File: config.mk
export PLATFORM = sky130hd
export DESIGN_NAME = stepper_step_sequencer
export DESIGN_NICKNAME = d
export VERILOG_FILES = /design/src/sss_pkg.sv /design/src/sss_step_logic.sv /design/src/stepper_step_sequencer.sv
export SDC_FILE = /design/constraint.sdc
export NUM_CORES = 1
export LEC_CHECK = 0
export BUFFER_PORTS_ARGS = -buffer_cell sky130_fd_sc_hd__buf_2
export CAP_MARGIN = 20
export CELL_PAD_IN_SITES_DETAIL_PLACEMENT = 2
export CELL_PAD_IN_SITES_GLOBAL_PLACEMENT = 2
export CORE_UTILIZATION = 43
export DETAILED_ROUTE_END_ITERATION = 8
export PLACE_DENSITY_LB_ADDON = 0.1
export SLEW_MARGIN = 20
export SYNTH_ARGS = -nofsm -noshare
export SYNTH_HDL_FRONTEND = slang
export SYNTH_HIERARCHICAL = 1
export SYNTH_SLANG_ARGS = --single-unit
File: constraint.sdc
create_clock -name clk -period 7.26 [get_ports clk]
set_clock_uncertainty 0.1 [all_clocks]
set_input_delay 0.726 -clock clk [delete_from_list [all_inputs] [get_ports clk]]
set_output_delay 0.726 -clock clk [all_outputs]
set_load 0.02 [all_outputs]
File: src/sss_pkg.sv
// Shared types, constants and coil tables for the stepper step sequencer.
// No dependencies; used by sss_step_logic and stepper_step_sequencer.
`timescale 1ns / 1ps

package sss_pkg;

    // Widths of the tick timer and of the remaining step count
    localparam int TIMER_WIDTH = 26;
    localparam int COUNT_WIDTH = 31;

    // Fixed field widths
    localparam int PERIOD_WIDTH = 26;
    localparam int POS_WIDTH    = 16;
    localparam int MOVE_WIDTH   = 32;
    localparam int COIL_WIDTH   = 4;
    localparam int MODE_WIDTH   = 2;
    localparam int CFG_IDX_WIDTH  = 2;
    localparam int CFG_DATA_WIDTH = 26;
    localparam int OUT_WIDTH      = 24;

    localparam logic [TIMER_WIDTH-1:0] TIMER_MAX = {TIMER_WIDTH{1'b1}};
    localparam logic [COUNT_WIDTH-1:0] COUNT_MAX = {COUNT_WIDTH{1'b1}};

    // Register indexes of the configuration port
    localparam logic [CFG_IDX_WIDTH-1:0] CFG_STEP_PERIOD   = 2'd0;
    localparam logic [CFG_IDX_WIDTH-1:0] CFG_STEPS_PER_REV = 2'd1;
    localparam logic [CFG_IDX_WIDTH-1:0] CFG_DRIVE_MODE    = 2'd2;

    // Drive modes
    localparam logic [MODE_WIDTH-1:0] MODE_DRIVER    = 2'd0;
    localparam logic [MODE_WIDTH-1:0] MODE_TWO_WIRE  = 2'd1;
    localparam logic [MODE_WIDTH-1:0] MODE_FOUR_WIRE = 2'd2;

    // Input action codes
    localparam logic ACT_TICK = 1'b0;
    localparam logic ACT_LOAD = 1'b1;

    // Reset value of steps_per_rev
    localparam logic [POS_WIDTH-1:0] SPR_RESET = 16'd200;

    typedef struct packed {
        logic [PERIOD_WIDTH-1:0] step_period;
        logic [POS_WIDTH-1:0]    steps_per_rev;
        logic [MODE_WIDTH-1:0]   drive_mode;
    } cfg_t;

    typedef struct packed {
        logic [TIMER_WIDTH-1:0] elapsed;
        logic [COUNT_WIDTH-1:0] remaining;
        logic [POS_WIDTH-1:0]   position;
        logic                   direction;   // 1 forward, 0 reverse
        logic                   was_running;
        logic [COIL_WIDTH-1:0]  coils;
        logic                   dir_line;
    } state_t;

    typedef struct packed {
        logic [POS_WIDTH-1:0]  position;
        logic                  busy_res;
        logic                  done_res;
        logic                  step_pulse;
        logic                  dir_line;
        logic [COIL_WIDTH-1:0] coil_lines;
    } result_t;

    // Two-wire coil sequence by position mod 4
    function automatic logic [COIL_WIDTH-1:0] two_wire_coils(input logic [1:0] q);
        logic [COIL_WIDTH-1:0] c;
        case (q)
            2'd0:    c = 4'd2;
            2'd1:    c = 4'd3;
            2'd2:    c = 4'd1;
            default: c = 4'd0;
        endcase
        return c;
    endfunction

    // Four-wire coil sequence by position mod 4
    function automatic logic [COIL_WIDTH-1:0] four_wire_coils(input logic [1:0] q);
        logic [COIL_WIDTH-1:0] c;
        case (q)
            2'd0:    c = 4'd5;
            2'd1:    c = 4'd6;
            2'd2:    c = 4'd10;
            default: c = 4'd9;
        endcase
        return c;
    endfunction

endpackage

File: src/sss_step_logic.sv
// Next-state and result logic for one item of the stepper step sequencer.
// Depends on sss_pkg.
`timescale 1ns / 1ps

module sss_step_logic
(
    input  sss_pkg::state_t                       state_cur,
    input  sss_pkg::cfg_t                         cfg,
    input  logic                                  action,
    input  logic signed [sss_pkg::MOVE_WIDTH-1:0] move_steps,
    output sss_pkg::state_t                       state_nxt,
    output sss_pkg::result_t                      result
);

    logic                             neg;
    logic [sss_pkg::MOVE_WIDTH-1:0]   mag;
    logic                             mag_sat;
    logic [sss_pkg::TIMER_WIDTH-1:0]  elapsed_inc;
    logic                             period_hit;
    logic                             take_step;
    logic [sss_pkg::POS_WIDTH-1:0]    pos_fwd;
    logic [sss_pkg::POS_WIDTH-1:0]    pos_rev_base;
    logic [sss_pkg::POS_WIDTH-1:0]    pos_step;
    logic                             done;

    // Magnitude of a load, saturated to the count width
    assign neg     = move_steps[sss_pkg::MOVE_WIDTH-1];
    assign mag     = neg ? (~move_steps + 1'b1) : move_steps;
    assign mag_sat = mag > sss_pkg::MOVE_WIDTH'(sss_pkg::COUNT_MAX);

    // Saturating timer and period compare
    assign elapsed_inc = (state_cur.elapsed == sss_pkg::TIMER_MAX) ?
                         state_cur.elapsed : state_cur.elapsed + 1'b1;
    assign period_hit  = 33'(elapsed_inc) >= 33'(cfg.step_period);
    assign take_step   = (action == sss_pkg::ACT_TICK) && (state_cur.remaining != '0)
                         && period_hit;

    // Position one step on, wrapping at steps_per_rev
    assign pos_fwd      = state_cur.position + 1'b1;
    assign pos_rev_base = (state_cur.position == '0) ? cfg.steps_per_rev
                                                     : state_cur.position;
    always_comb
    begin
        if (state_cur.direction)
            pos_step = (pos_fwd == cfg.steps_per_rev) ? '0 : pos_fwd;
        else
            pos_step = pos_rev_base - 1'b1;
    end

    // State update
    always_comb
    begin
        state_nxt = state_cur;
        done      = 1'b0;
        if (action == sss_pkg::ACT_LOAD)
        begin
            state_nxt.remaining = mag_sat ? sss_pkg::COUNT_MAX
                                          : mag[sss_pkg::COUNT_WIDTH-1:0];
            if (neg)
                state_nxt.direction = 1'b0;
            else if (move_steps != '0)
                state_nxt.direction = 1'b1;
        end
        else
        begin
            state_nxt.elapsed = elapsed_inc;
            if (state_cur.remaining != '0)
            begin
                state_nxt.was_running = 1'b1;
                if (take_step)
                begin
                    state_nxt.position  = pos_step;
                    state_nxt.remaining = state_cur.remaining - 1'b1;
                    state_nxt.elapsed   = '0;
                    unique case (cfg.drive_mode)
                        sss_pkg::MODE_DRIVER:    state_nxt.dir_line = state_cur.direction;
                        sss_pkg::MODE_TWO_WIRE:  state_nxt.coils =
                                                     sss_pkg::two_wire_coils(pos_step[1:0]);
                        sss_pkg::MODE_FOUR_WIRE: state_nxt.coils =
                                                     sss_pkg::four_wire_coils(pos_step[1:0]);
                        default:                 state_nxt.coils = state_cur.coils;
                    endcase
                end
            end
            else
            begin
                done                  = state_cur.was_running;
                state_nxt.was_running = 1'b0;
            end
        end
    end

    // Result fields come from the updated state; step_pulse and done_res come from this update
    always_comb
    begin
        result.coil_lines = state_nxt.coils;
        result.dir_line   = state_nxt.dir_line;
        result.step_pulse = take_step;
        result.done_res   = done;
        result.busy_res   = state_nxt.remaining != '0;
        result.position   = state_nxt.position;
    end

endmodule

File: src/stepper_step_sequencer.sv
// Top level of the stepper step sequencer: input register, state, config, output register.
// Depends on sss_pkg and sss_step_logic.
`timescale 1ns / 1ps

// Channel   Dir  Fields (lowest bit first)
// s_*       in   tuser: action; tdata: move_steps[31:0]
// m_*       out  tdata: coil_lines[3:0], dir_line, step_pulse, done_res, busy_res,
//                       position[15:0]
// cfg_*     in   cfg_index selects step_period / steps_per_rev / drive_mode
//
// One item per cycle while the output is not stalled: a transfer lands in the
// input register, then the state is updated and the result written to the
// output register.
// A stalled output holds the input register; s_tready drops only when both
// the input and output registers are full and m_tready is low.
// Reset clears the motion state and loads the register reset values.

module stepper_step_sequencer
(
    input  logic                                     clk,
    input  logic                                     rst_n,

    input  logic                                     s_tvalid,
    output logic                                     s_tready,
    input  logic                                     s_tuser,   // action
    input  logic signed [sss_pkg::MOVE_WIDTH-1:0]    s_tdata,   // move_steps

    output logic                                     m_tvalid,
    input  logic                                     m_tready,
    // coil_lines[3:0], dir_line, step_pulse, done_res, busy_res, position[15:0]
    output logic [sss_pkg::OUT_WIDTH-1:0]            m_tdata,

    input  logic                                     cfg_we,
    input  logic [sss_pkg::CFG_IDX_WIDTH-1:0]        cfg_index,
    input  logic [sss_pkg::CFG_DATA_WIDTH-1:0]       cfg_data
);

    sss_pkg::cfg_t                          cfg_reg;
    sss_pkg::state_t                        state_reg;
    sss_pkg::state_t                        state_next;
    sss_pkg::result_t                       result;

    logic                                   in_valid_reg;
    logic                                   in_action_reg;
    logic signed [sss_pkg::MOVE_WIDTH-1:0]  in_steps_reg;
    logic                                   out_valid_reg;
    logic [sss_pkg::OUT_WIDTH-1:0]          out_data_reg;
    logic                                   advance;

    // Handshake: process when the output register is free or being drained
    assign advance  = in_valid_reg && (!out_valid_reg || m_tready);
    assign s_tready = !in_valid_reg || advance;
    assign m_tvalid = out_valid_reg;
    assign m_tdata  = out_data_reg;

    // Configuration registers
    always_ff @(posedge clk or negedge rst_n)
    begin
        if (!rst_n)
        begin
            cfg_reg.step_period   <= '0;
            cfg_reg.steps_per_rev <= sss_pkg::SPR_RESET;
            cfg_reg.drive_mode    <= sss_pkg::MODE_DRIVER;
        end
        else if (cfg_we)
        begin
            unique case (cfg_index)
                sss_pkg::CFG_STEP_PERIOD:
                    cfg_reg.step_period   <= cfg_data[sss_pkg::PERIOD_WIDTH-1:0];
                sss_pkg::CFG_STEPS_PER_REV:
                    cfg_reg.steps_per_rev <= cfg_data[sss_pkg::POS_WIDTH-1:0];
                sss_pkg::CFG_DRIVE_MODE:
                    cfg_reg.drive_mode    <= cfg_data[sss_pkg::MODE_WIDTH-1:0];
                default:
                    cfg_reg <= cfg_reg;
            endcase
        end
    end

    // Input register control
    always_ff @(posedge clk or negedge rst_n)
    begin
        if (!rst_n)
            in_valid_reg <= 1'b0;
        else if (s_tready)
            in_valid_reg <= s_tvalid;
    end

    // Input register payload
    always_ff @(posedge clk)
    begin
        if (s_tvalid && s_tready)
        begin
            in_action_reg <= s_tuser;
            in_steps_reg  <= s_tdata;
        end
    end

    // Per-item step logic
    sss_step_logic u_step
    (
        .state_cur  (state_reg),
        .cfg        (cfg_reg),
        .action     (in_action_reg),
        .move_steps (in_steps_reg),
        .state_nxt  (state_next),
        .result     (result)
    );

    // Motion state
    always_ff @(posedge clk or negedge rst_n)
    begin
        if (!rst_n)
            state_reg <= '0;
        else if (advance)
            state_reg <= state_next;
    end

    // Output register control
    always_ff @(posedge clk or negedge rst_n)
    begin
        if (!rst_n)
            out_valid_reg <= 1'b0;
        else if (advance)
            out_valid_reg <= 1'b1;
        else if (m_tready)
            out_valid_reg <= 1'b0;
    end

    // Output register payload
    always_ff @(posedge clk)
    begin
        if (advance)
            out_data_reg <= result;
    end

endmodule

Yosys cells after proc, flatten, opt, wreduce, memory -nomap -nowiden
Cells that the tools add are included.
{ "op_classes": {"add_sub_neg": 5, "n_lt_le_gt_ge": 2, "eq_ne": 8, "n_mux": 22, "n_bitwise": 2, "reduce_logical": 23} }
{ "ops": {"columns": ["cell", "count"], "rows": [
  ["2-to-1 mux 73 bit", 2],
  ["2-to-1 mux 16 bit", 4],
  ["2-to-1 mux 31 bit", 2],
  ["nonzero test 31 bit", 2],
  ["adder 32 x 1 -> 32 bit, second input constant", 1],
  ["> comparator 32 x 31 -> 1 bit, second input constant", 1],
  ["2-to-1 mux 32 bit", 1],
  ["inverter 32 bit", 1],
  ["nonzero test 32 bit", 1],
  ["subtractor 31 x 1 -> 31 bit, second input constant", 1],
  ["adder 26 x 1 -> 26 bit, second input constant", 1],
  ["== test 26 bit, second input constant", 1],
  [">= comparator 26 bit", 1],
  ["2-to-1 mux 26 bit", 1],
  ["adder 16 x 1 -> 16 bit, second input constant", 1],
  ["== test 16 bit", 1],
  ["zero test 16 bit", 1],
  ["subtractor 16 x 1 -> 16 bit, second input constant", 1],
  ["2-to-1 mux 5 bit", 3],
  ["one-hot mux 4 bit (3 select lines)", 1],
  ["one-hot mux 4 bit (2 select lines)", 1],
  ["AND reduction 2 bit", 4],
  ["== test 2 x 1 -> 1 bit, second input constant", 3],
  ["== test 2 bit, second input constant", 3],
  ["other kinds (10)", 23]
]} }
{ "word_totals": {"ff_bits": 183, "inputBits": 66, "elab_cells": 78} }

Depth between registers and ports, before layout
{ "logic_depth": {"depth_word": 10, "depth_mapped": 24, "mapped_depth_nobuf": 20} }

By module
The synthesis kept the hierarchy.
{ "by_module_without_submodules": {"columns": ["module", "instances", "cells_per_inst", "area_per_inst_um2", "seq_area_each_um2"], "rows": [
  ["stepper_step_sequencer", 1, 328, 6416.2, 4868.4],
  ["sss_step_logic", 1, 866, 5430.2, 0.0]
]} }

Least setup slack after synthesis
No wires, ideal clock.
{ "synth_path": {"path_type": "reg2reg", "from": "reg state_reg[54] (netlist bit)", "to": "reg state_reg[10] (netlist bit)", "t_arrival_ns": 4.767, "required_ns": 7.035, "slack_ns": 2.268, "path_stages_with_launch": 23, "period_less_slack_ns": 4.992, "cell_sequence": "dfrtp_1 > ha_1 > and4_1 > nand4_1 > and2_1 > clkbuf_1 > and3_1 > nand2_1 > or4_1 > xnor2_1 > ha_1 > nand4_1 > nor4_1 > o21a_1 > o21ai_0 > inv_1 > clkbuf_1 > clkbuf_1 > o21ai_0 > nand2_1 > o221ai_1 > buf_4 > mux2_2"} }
{ "synth_rtl": {"columns": ["item", "line", "rtl"], "rows": [
  ["start, declared", "stepper_step_sequencer.sv:39", "sss_pkg::state_t state_reg;"],
  ["start signal, assigned", "stepper_step_sequencer.sv:116", "state_reg <= state_next;"]
]} }

==> results.py <==
metrics = {
    "setup_path": {
        "worst_path_largest_cell_delay_ns": 0.60,
        "cp_top_family": "simple AND/OR/NAND/NOR gates",
        "cp_data_arrival_time_ns": 6.56,
        "worstPathMaxFanout": 9,
        "cp-end-kind": "flop",
        "crit_type": "reg2reg",
        "cpMaxStageDelayCell": "a211oi_1",
        "path_buf_inv": 0,
        "critPathRequiredTime_ns": 7.32,
        "critical_path.cell_chain": "nand4_1 -> nor3_1 -> nand4_1 -> and2_1 -> and3_1 -> nand2_1 -> nor3_1 -> xor2_1 -> ha_1 -> nand4_1 -> nor4_1 -> o21ai_0 -> a211oi_1 -> mux2i_1 -> a221oi_1 -> nor4_1 -> nor4bb_1 -> nand4_1",
        "crit_path_frequent_cell": "nand4_1",
        "startpoint_type": "flop",
    },
    "timing": {
        "max_freq_mhz": 154,
        "period_minus_slack_ns": 6.51,
        "finalHoldWorstSlack_ns": 0.218,
        "hold_viol": 0,
        "setup_ws_ns": 0.755,
        "setup_tns_ns": 0,
        "slew_headroom_pct": 30.0,
        "finalSetupViolCount": 0,
        "drv_slew": 0,
        "worstMarginPinSlew_ns": 1.04,
        "rsz0062_at_grt": "false",
        "min_period_over_period_pct": 89.6,
    },
    "layout": {
        "area_growth_pct": 9.64,
        "post-route-cell-area_um2": 13000,
        "final_util_pct": 48.1,
        "finalNetCount": 1344,
        "fin_cells": 1593,
        "diodes": 0,
        "largest_reg_flops": 80,
        "fillCellCount": 2886,
        "drive_above_1_share_pct": 23.1,
    },
    "synth": {
        "synth_cell_types": 75,
        "synthesis.area_um2": 11800,
        "ys_seq_area_share_pct": 41.1,
        "syn_area_per_cell_um2": 9.92,
        "synth_top_flop_cell": "dfrtp_1",
        "async_reset_ff_share_pct": 68.9,
        "synth_edf_count": 57,
        "syn_inst": 1194,
        "synth_top_area_share_pct": 26.0,
        "yosys_register_bits": 183,
        "synth.area.top_cells": "dfrtp_1 (26%), edfxtp_1 (14%), mux2_2 (12%), ha_1 (4.1%), xnor2_1 (3.3%)",
        "syn_nets": 1299,
        "synth_common_cells": "dfrtp_1 (123), mux2_2 (123), nand2_1 (98)",
        "yosysWarnings": 6,
        "synth_largest_area_cell": "dfrtp_1",
    },
    "floorplanning": {
        "fp.dieH_um": 168,
        "die_w_um": 168,
        "die-area_um2": 28200,
        "row_count": 60,
        "initial_core_util_pct": 43.8,
        "num_io_pins": 92,
        "core_um2": 27000,
    },
    "place": {
        "dp_cells": 1561,
        "numPortBuffers": 91,
        "place_area_um2": 12400,
        "dp_hpwl_um": 25200,
        "gp_congestion": 0.830,
        "dp_slack_ns": 0.974,
    },
    "routing": {
        "post_drt_wl_per_cell_um": 22.1,
        "first_iter_violations": 418,
        "drt_wl_total_um": 35300,
        "drc": 0,
        "vias": 9626,
        "ant_nets": 0,
        "via_per_inst": 6.04,
        "firstDrtPassIters": 4,
    },
    "global_route": {
        "grt_pass1_wl_um": 57100,
        "grt.overflow.total": 0,
        "grt_pass1_vias": 10477,
        "gr-usage-all-layers_pct": 25.8,
        "antenna_found_initial": 0,
        "grt_max_degree": 80,
    },
    "clock_tree": {
        "cts_buffer_depth": 2,
        "cts_resized": 0,
        "cts_tree": "done",
        "numClockSinks": 183,
        "clockRootBuffer": "clkbuf_16",
        "clk_pin_slew_worst_paths_ns": 0.08,
        "cts_buffers": 17,
        "clock_latency_ns": 0.45,
        "htreeDepth": 4,
        "cts_hold_buf": 0,
        "cts_setup_buffers": 0,
    },
    "hold_path": {
        "min_path_type": "in2async",
    },
    "flow_run": {
        "drv_cap": 0,
    },
    "power_and_ir_drop": {
        "powerDensity_nw_per_um2": 237,
        "power.leakage_nw": 5.14,
        "ir_drop_v": 0.000153,
        "finalPower_mw": 3.08,
    },
    "status": {
        "status": "finished, final reports clean",
    },
}
-- worst reg2reg max path: stages, from the launching register on --
cell	delay, ns
dfrtp_1	0.50
nand4_1	0.19
nor3_1	0.57
nand4_1	0.47
and2_1	0.39
and3_1	0.24
nand2_1	0.19
nor3_1	0.13
xor2_1	0.16
ha_1	0.35
nand4_1	0.19
nor4_1	0.57
o21ai_0	0.28
a211oi_1	0.60
mux2i_1	0.26
a221oi_1	0.11
nor4_1	0.37
nor4bb_1	0.40
nand4_1	0.15
-- metal layers --
metal  track usage (%)  part of all wire [%]  vias up
met3              3.17                   2.7       41
met5                 0                     0        -
met4              6.82                   1.8        0
li1                  -                     -     4478
met1              33.0                    45     4955
met2              45.9                    50      152
-- cells by family after synthesis --
family / share of synthesized area (%)
adders and majority gates: 4.12
and+or+nand+nor: 16.1
DFF: 41.1
buffers and inverters: 5.59
xor gates and xnor gates: 6.51
AOI/OAI and AO/OA: 14.2
muxes: 12.4
-- path summary, 6_finish.rpt --
path / start / endpoint / slack [ns] / cells past startpoint
min reg2reg: cfg_reg[38] / cfg_reg[38] / 0.39 / 1
max in group asynchronous: rst_n / state_reg[62] / 5.72 / 2
min: rst_n / state_reg[18] / 0.22 / 1
min in group clk: s_tdata[5] / in_steps_reg[5] / 0.34 / 1
max reg2reg: state_reg[65] / m_tdata[7] / 0.75 / 18
max: state_reg[65] / m_tdata[7] / 0.75 / 18
-- report_power, final --
part | switching [mW] | total (mW) | leakage, nW | internal [mW]
sequential | 0.198 | 1.42 | 2.07 | 1.22
combinational | 0.395 | 0.721 | 2.79 | 0.326
clock | 0.480 | 0.940 | 0.283 | 0.461
-- layout by cell type (no fill, tap or decap), types with 4 or more instances in the layout --
master | synthesis | layout
a211oi_1 | 4 | 4
nor4_1 | 31 | 31
dfrtp_1 | 123 | 123
buf_2 | 10 | 90
nor2_1 | 57 | 57
nor2b_1 | 4 | 4
or3_1 | 16 | 16
o211ai_1 | 8 | 8
o31a_1 | 4 | 4
xor2_1 | 44 | 44
o41ai_1 | 6 | 6
o221ai_1 | 7 | 7
xnor2_1 | 44 | 44
a22oi_1 | 8 | 8
o21ai_0 | 70 | 68
o31ai_1 | 25 | 25
mux2i_1 | 7 | 7
nor3_1 | 24 | 24
edfxtp_1 | 57 | 57
mux2_2 | 123 | 123
and3_1 | 17 | 17
buf_4 | 25 | 15
nand3_1 | 35 | 35
a32oi_1 | 7 | 7
or2_2 | 5 | 5
nand2b_1 | 7 | 7
a21o_1 | 4 | 4
a21oi_1 | 59 | 58
inv_1 | 53 | 52
clkbuf_16 | 0 | 17
ha_1 | 39 | 39
nand3b_1 | 4 | 4
o21a_1 | 7 | 7
nand2_1 | 98 | 97
or4_1 | 11 | 11
a22o_1 | 11 | 11
inv_6 | 0 | 5
and2_1 | 7 | 7
nand4_1 | 20 | 20
a31oi_1 | 9 | 9
-- layout make-up --
type / instances / area [um2] / share of cell area [%]
multi-input combinational: 877 / 6330 / 48.8
clock buffer: 17 / 425 / 3.28
tap: 341 / 427 / 3.28
clock inverter: 15 / 156 / 1.20
inverter: 54 / 203 / 1.56
timing repair buffer: 106 / 574 / 4.42
sequential: 183 / 4870 / 37.5
Note: power is estimated with default switching activity, not from simulation.
